--- src/rtl/core/assert_macros.svh ---
// assertion macros for the rtl files, included by complex_arithmetic_unit.sv
`ifndef ASSERT_MACROS_SVH
`define ASSERT_MACROS_SVH
`ifndef SYNTHESIS
`define CAU_ASSERT(label, clk, rst_n, prop, msg) \
  label: assert property (@(posedge clk) disable iff (!rst_n) (prop)) else $error(msg);
`define CAU_ASSERT_NEVER(label, clk, rst_n, prop, msg) \
  label: assert property (@(posedge clk) disable iff (!rst_n) !(prop)) else $error(msg);
`else
`define CAU_ASSERT(label, clk, rst_n, prop, msg)
`define CAU_ASSERT_NEVER(label, clk, rst_n, prop, msg)
`endif
`endif

--- src/rtl/core/cau_pkg.sv ---
// types and constants of the complex arithmetic unit
package cau_pkg;
  localparam int unsigned DataW = 16;
  localparam int unsigned ProdW = 2 * DataW;
  localparam int unsigned FracW = 8;
  localparam int unsigned QuotW = DataW + 1;
  localparam int unsigned MagW  = ProdW + 1;
  localparam int unsigned NumW  = MagW + FracW;
  localparam int unsigned DenW  = ProdW;
  localparam int unsigned WideW = 26;
  localparam int unsigned DivLatency = QuotW;

  typedef enum logic [1:0] {
    OP_ADD = 2'd0,
    OP_SUB = 2'd1,
    OP_MUL = 2'd2,
    OP_DIV = 2'd3
  } cau_op_t;
endpackage

--- src/rtl/core/cau_div.sv ---
// pipelined restoring divider, one quotient bit per stage
module cau_div (
  input  logic                        clk,
  input  logic [cau_pkg::NumW-1:0]    num_i,
  input  logic [cau_pkg::DenW-1:0]    den_i,
  output logic [cau_pkg::QuotW-1:0]   quot_o,
  output logic                        ovf_o
);
  import cau_pkg::*;

  localparam int unsigned SubW = NumW + QuotW + 1;

  logic [NumW-1:0]  rem_r  [QuotW];
  logic [DenW-1:0]  den_r  [QuotW];
  logic [QuotW-1:0] quot_r [QuotW];
  logic             ovf_r  [QuotW];

  logic [SubW-1:0] ovf_lim;
  assign ovf_lim = {{(SubW-DenW){1'b0}}, den_i} << QuotW;

  genvar j;
  generate
    for (j = 0; j < QuotW; j++) begin : g_step
      localparam int unsigned Sh = QuotW - 1 - j;
      logic [NumW-1:0]  rem_in;
      logic [DenW-1:0]  den_in;
      logic [QuotW-1:0] quot_in;
      logic             ovf_in;
      logic [SubW-1:0]  diff;
      if (j == 0) begin : g_first
        assign rem_in  = num_i;
        assign den_in  = den_i;
        assign quot_in = '0;
        assign ovf_in  = ({{(SubW-NumW){1'b0}}, num_i} >= ovf_lim);
      end else begin : g_next
        assign rem_in  = rem_r[j-1];
        assign den_in  = den_r[j-1];
        assign quot_in = quot_r[j-1];
        assign ovf_in  = ovf_r[j-1];
      end
      assign diff = {{(SubW-NumW){1'b0}}, rem_in}
                  - ({{(SubW-DenW){1'b0}}, den_in} << Sh);
      always_ff @(posedge clk) begin
        den_r[j] <= den_in;
        ovf_r[j] <= ovf_in;
        if (!diff[SubW-1]) begin
          rem_r[j]  <= diff[NumW-1:0];
          quot_r[j] <= quot_in | (QuotW'(1) << Sh);
        end else begin
          rem_r[j]  <= rem_in;
          quot_r[j] <= quot_in;
        end
      end
    end
  endgenerate

  assign quot_o = quot_r[QuotW-1];
  assign ovf_o  = ovf_r[QuotW-1];
endmodule

--- config.mk ---
export PLATFORM = sky130hd
export DESIGN_NAME = cau_div
export DESIGN_NICKNAME = d
export VERILOG_FILES = /design/src/rtl/core/assert_macros.svh /design/src/rtl/core/cau_pkg.sv /design/src/rtl/core/cau_div.sv
export SDC_FILE = /design/constraint.sdc
export NUM_CORES = 2
export LEC_CHECK = 0
export BUFFER_PORTS_ARGS = -buffer_cell sky130_fd_sc_hd__buf_2
export CAP_MARGIN = 0
export CORE_ASPECT_RATIO = 2
export CORE_MARGIN = 2
export CORE_UTILIZATION = 45
export CTS_BUF_LIST = sky130_fd_sc_hd__clkbuf_4
export DETAILED_ROUTE_END_ITERATION = 12
export GPL_ROUTABILITY_DRIVEN = 0
export GPL_TIMING_DRIVEN = 0
export SYNTH_ARGS = -nofsm -noshare
export SYNTH_HDL_FRONTEND = slang
export SYNTH_SLANG_ARGS = --single-unit
export TNS_END_PERCENT = 5
--- constraint.sdc ---
create_clock -name clk -period 10.5 [get_ports clk]
set_input_delay 3.15 -clock clk [delete_from_list [all_inputs] [get_ports clk]]
set_output_delay 3.15 -clock clk [all_outputs]
set_load 0.01 [all_outputs]
==> impl_metrics.py <==
metrics = {
    "die": {
        "std_cell_rows": 187,
        "dieArea_sq_um": 134000,
        "fp.coreArea_sq_um": 129900,
        "io_pins": 92,
        "die_h_microns": 515.8,
        "initial_core_util": 0.4538,
        "die_w_microns": 259.9,
    },
    "drt": {
        "avgRoutedWirePerCell_microns": 17.09,
        "drt_iter0_drc": 1724,
        "detail-route-antenna-nets": 0,
        "drc": 0,
        "routed_wl_microns": 146900,
        "drt_first_pass_iters": 6,
        "avgViaCountPerCell": 5.303,
        "vias": 45593,
    },
    "outcome": {
        "failed_checks": "max-capacitance violations",
        "status": "finished with violations",
    },
    "clocking": {
        "clk_pin_slew_worst_paths_ns": 0.06,
        "tritoncts": "built",
        "cts_setup_buffers": 0,
        "post_cts_resized": 0,
        "clockRootBuffer": "clkbuf_4",
        "clock_sinks": 1338,
        "clock_latency_ns": 1.25,
        "ctsHoldBuffers": 0,
        "cts_buffers": 319,
        "cts.path.max_buffers": 4,
        "htreeDepth": 5,
    },
    "power_and_ir_drop": {
        "irDropWorstVdd_v": 0.0001242,
        "p_leak_nw": 30.46,
        "power_density_nw_per_um2": 277.2,
    },
    "worst_setup_path": {
        "critical_path_class": "in -> reg",
        "cp-start-kind": "input port",
        "critPathRequiredTime_ns": 11.50,
        "crit_arrival_ns": 7.12,
        "crit_fanout": 2,
        "critPathCaptureType": "register",
    },
    "cells_and_area": {
        "nets": 7333,
        "layout_commonest_cell": "dfxtp_1",
        "drive_gt1_frac": 0.1070,
        "stdcell_area_sq_um": 65210,
        "finalNonFillerCells": 8598,
        "area_delta_synth_final_pct": 10.66,
        "final_cell_mix": "dfxtp_1, inv_1, ha_1",
    },
    "yosys": {
        "synth_top_area_share": 0.4545,
        "yosysTopAreaCell": "dfxtp_1",
        "syn_avg_cell_area_sq_um": 9.371,
        "ys_async_sr_fraction": 0,
        "synth_warnings": 0,
        "synth-main-ff-cell": "dfxtp_1",
        "synth_edf_count": 0,
        "synthCells": 6289,
        "synthTopCellsByArea": "dfxtp_1, ha_1, a21oi_1, inv_1, o21ai_0",
        "synthesis.nets": 6918,
        "syn_area_sq_um": 58930,
        "ys_seq_elements": 1338,
        "synth.distinct_cells": 80,
        "yosysSeqAreaShare": 0.4545,
    },
    "grt": {
        "grt_max_degree": 17,
        "antenna_found_initial": 5,
        "grt_pass1_vias": 49038,
        "overflow": 0,
        "grt_pass1_wl_microns": 228200,
        "grt_util_all_layers": 0.2182,
    },
    "sta": {
        "min_period_over_period": 0.5827,
        "finalSetupTns_ns": 0,
        "drv_slew": 0,
        "rsz0062_at_grt": "false",
        "setup_viol": 0,
        "finalHoldViolations": 0,
        "clock-skew-final_ns": 0.1224,
        "post-route-min-period_ns": 6.118,
        "slew-limit-headroom": 0.01573,
        "max_freq_ghz": 0.1635,
        "whs_ns": 0.3036,
        "tightest_slew_ns": 1.458,
    },
    "placed_design": {
        "hpwlAfterDp_microns": 118600,
        "postPlaceCellArea_sq_um": 61550,
        "port_buffers": 91,
        "dp_cells": 8084,
    },
    "worst_hold_path": {
        "hp-class": "reg -> reg",
    },
    "run": {
        "maxCapViolCount": 1,
    },
}
[cell usage after synthesis (100+ instances only)]
library cell	instances
dfxtp_1	1338
inv_1	636
ha_1	539
a21oi_1	533
nand2_1	456
o21ai_0	429
nor2_1	376
xnor2_1	238
a21o_1	219
xor2_1	176
mux2_2	130
clkbuf_1	100
[registers in the layout, summed over array words and instances, names as in the netlist]
name and count:
rem_r 656, quot_r 153, den_r 512, ovf_r 17
[where the power goes]
part	internal, mW	switching [mW]
Clock	1.98	1.93
Combinational	3.23	4.27
Sequential	6.14	0.528
[area by class of cell]
class | count | area (sq um)
fillers | 12497 | 64640
multi-input cells | 4184 | 29250
flip-flops and latches | 1338 | 26790
clock buffers | 430 | 3228
inverters | 639 | 2399
well taps | 1701 | 2128
plain buffers | 128 | 510.5
repair buffers | 94 | 475.5
clock inverters | 78 | 421.7
diodes | 6 | 15.01
[worst max-delay path: stages]
cell and delay (ns):
buf_2 0.10, nor4_1 1.05, nand4_1 0.18, nor4_1 0.58, nand3_1 0.14, nor3_1 0.75
a211oi_1 0.15, o21ai_0 0.16, a21oi_1 0.07, nor3b_1 0.77
[routing by layer]
metal  global-route usage  vias up  share of wire
met4               0.2264        0           0.11
met2               0.4777     1112           0.60
met1               0.1263    21087           0.26
met3              0.03822      643          0.031
li1                     -    22751              -
met5                    0        -              0
[cell families (layout without fill, tap and decap cells)]
| logic type | after synthesis | in the layout | synth area share |
|---|---|---|---|
| compound gates | 1694 | 1694 | 0.1781 |
| xor+xnor | 414 | 414 | 0.06153 |
| fa+ha+maj | 555 | 555 | 0.1199 |
| buf+inv | 767 | 1369 | 0.04936 |
| flops | 1338 | 1338 | 0.4545 |
| mux | 140 | 140 | 0.02654 |
| other cells | 0 | 6 | 0 |
| simple gates | 1381 | 1381 | 0.1101 |
[worst paths after layout]
kind                                       startpoint  slack, ns               endpoint  depth (start not counted)
worst max-delay path                         num_i[0]       4.38    ovf_r[0][0]$_DFF_P_                         10
worst min register to register    rem_r[4][4]$_DFF_P_       0.30    rem_r[5][4]$_DFF_P_                          0
worst max register to register  den_r[0][420]$_DFF_P_       4.74  rem_r[14][33]$_DFF_P_                         14
worst min-delay path              rem_r[4][4]$_DFF_P_       0.30    rem_r[5][4]$_DFF_P_                          0
[per-stage QoR]
stage / utilization / total power [mW] / worst slack [ns]
5_1_grt: 0.5022 / 19.44 / 4.230
4_1_cts: 0.5021 / 18.22 / 3.955
3_3_place_gp: 0.4737 / 14.06 / 2.534
2_1_floorplan: - / 12.34 / 4.667
3_5_place_dp: 0.4740 / 14.21 / 2.561
6_report: 0.5022 / 18.08 / 4.382
No activity file was read; power rests on OpenSTA's default activity.
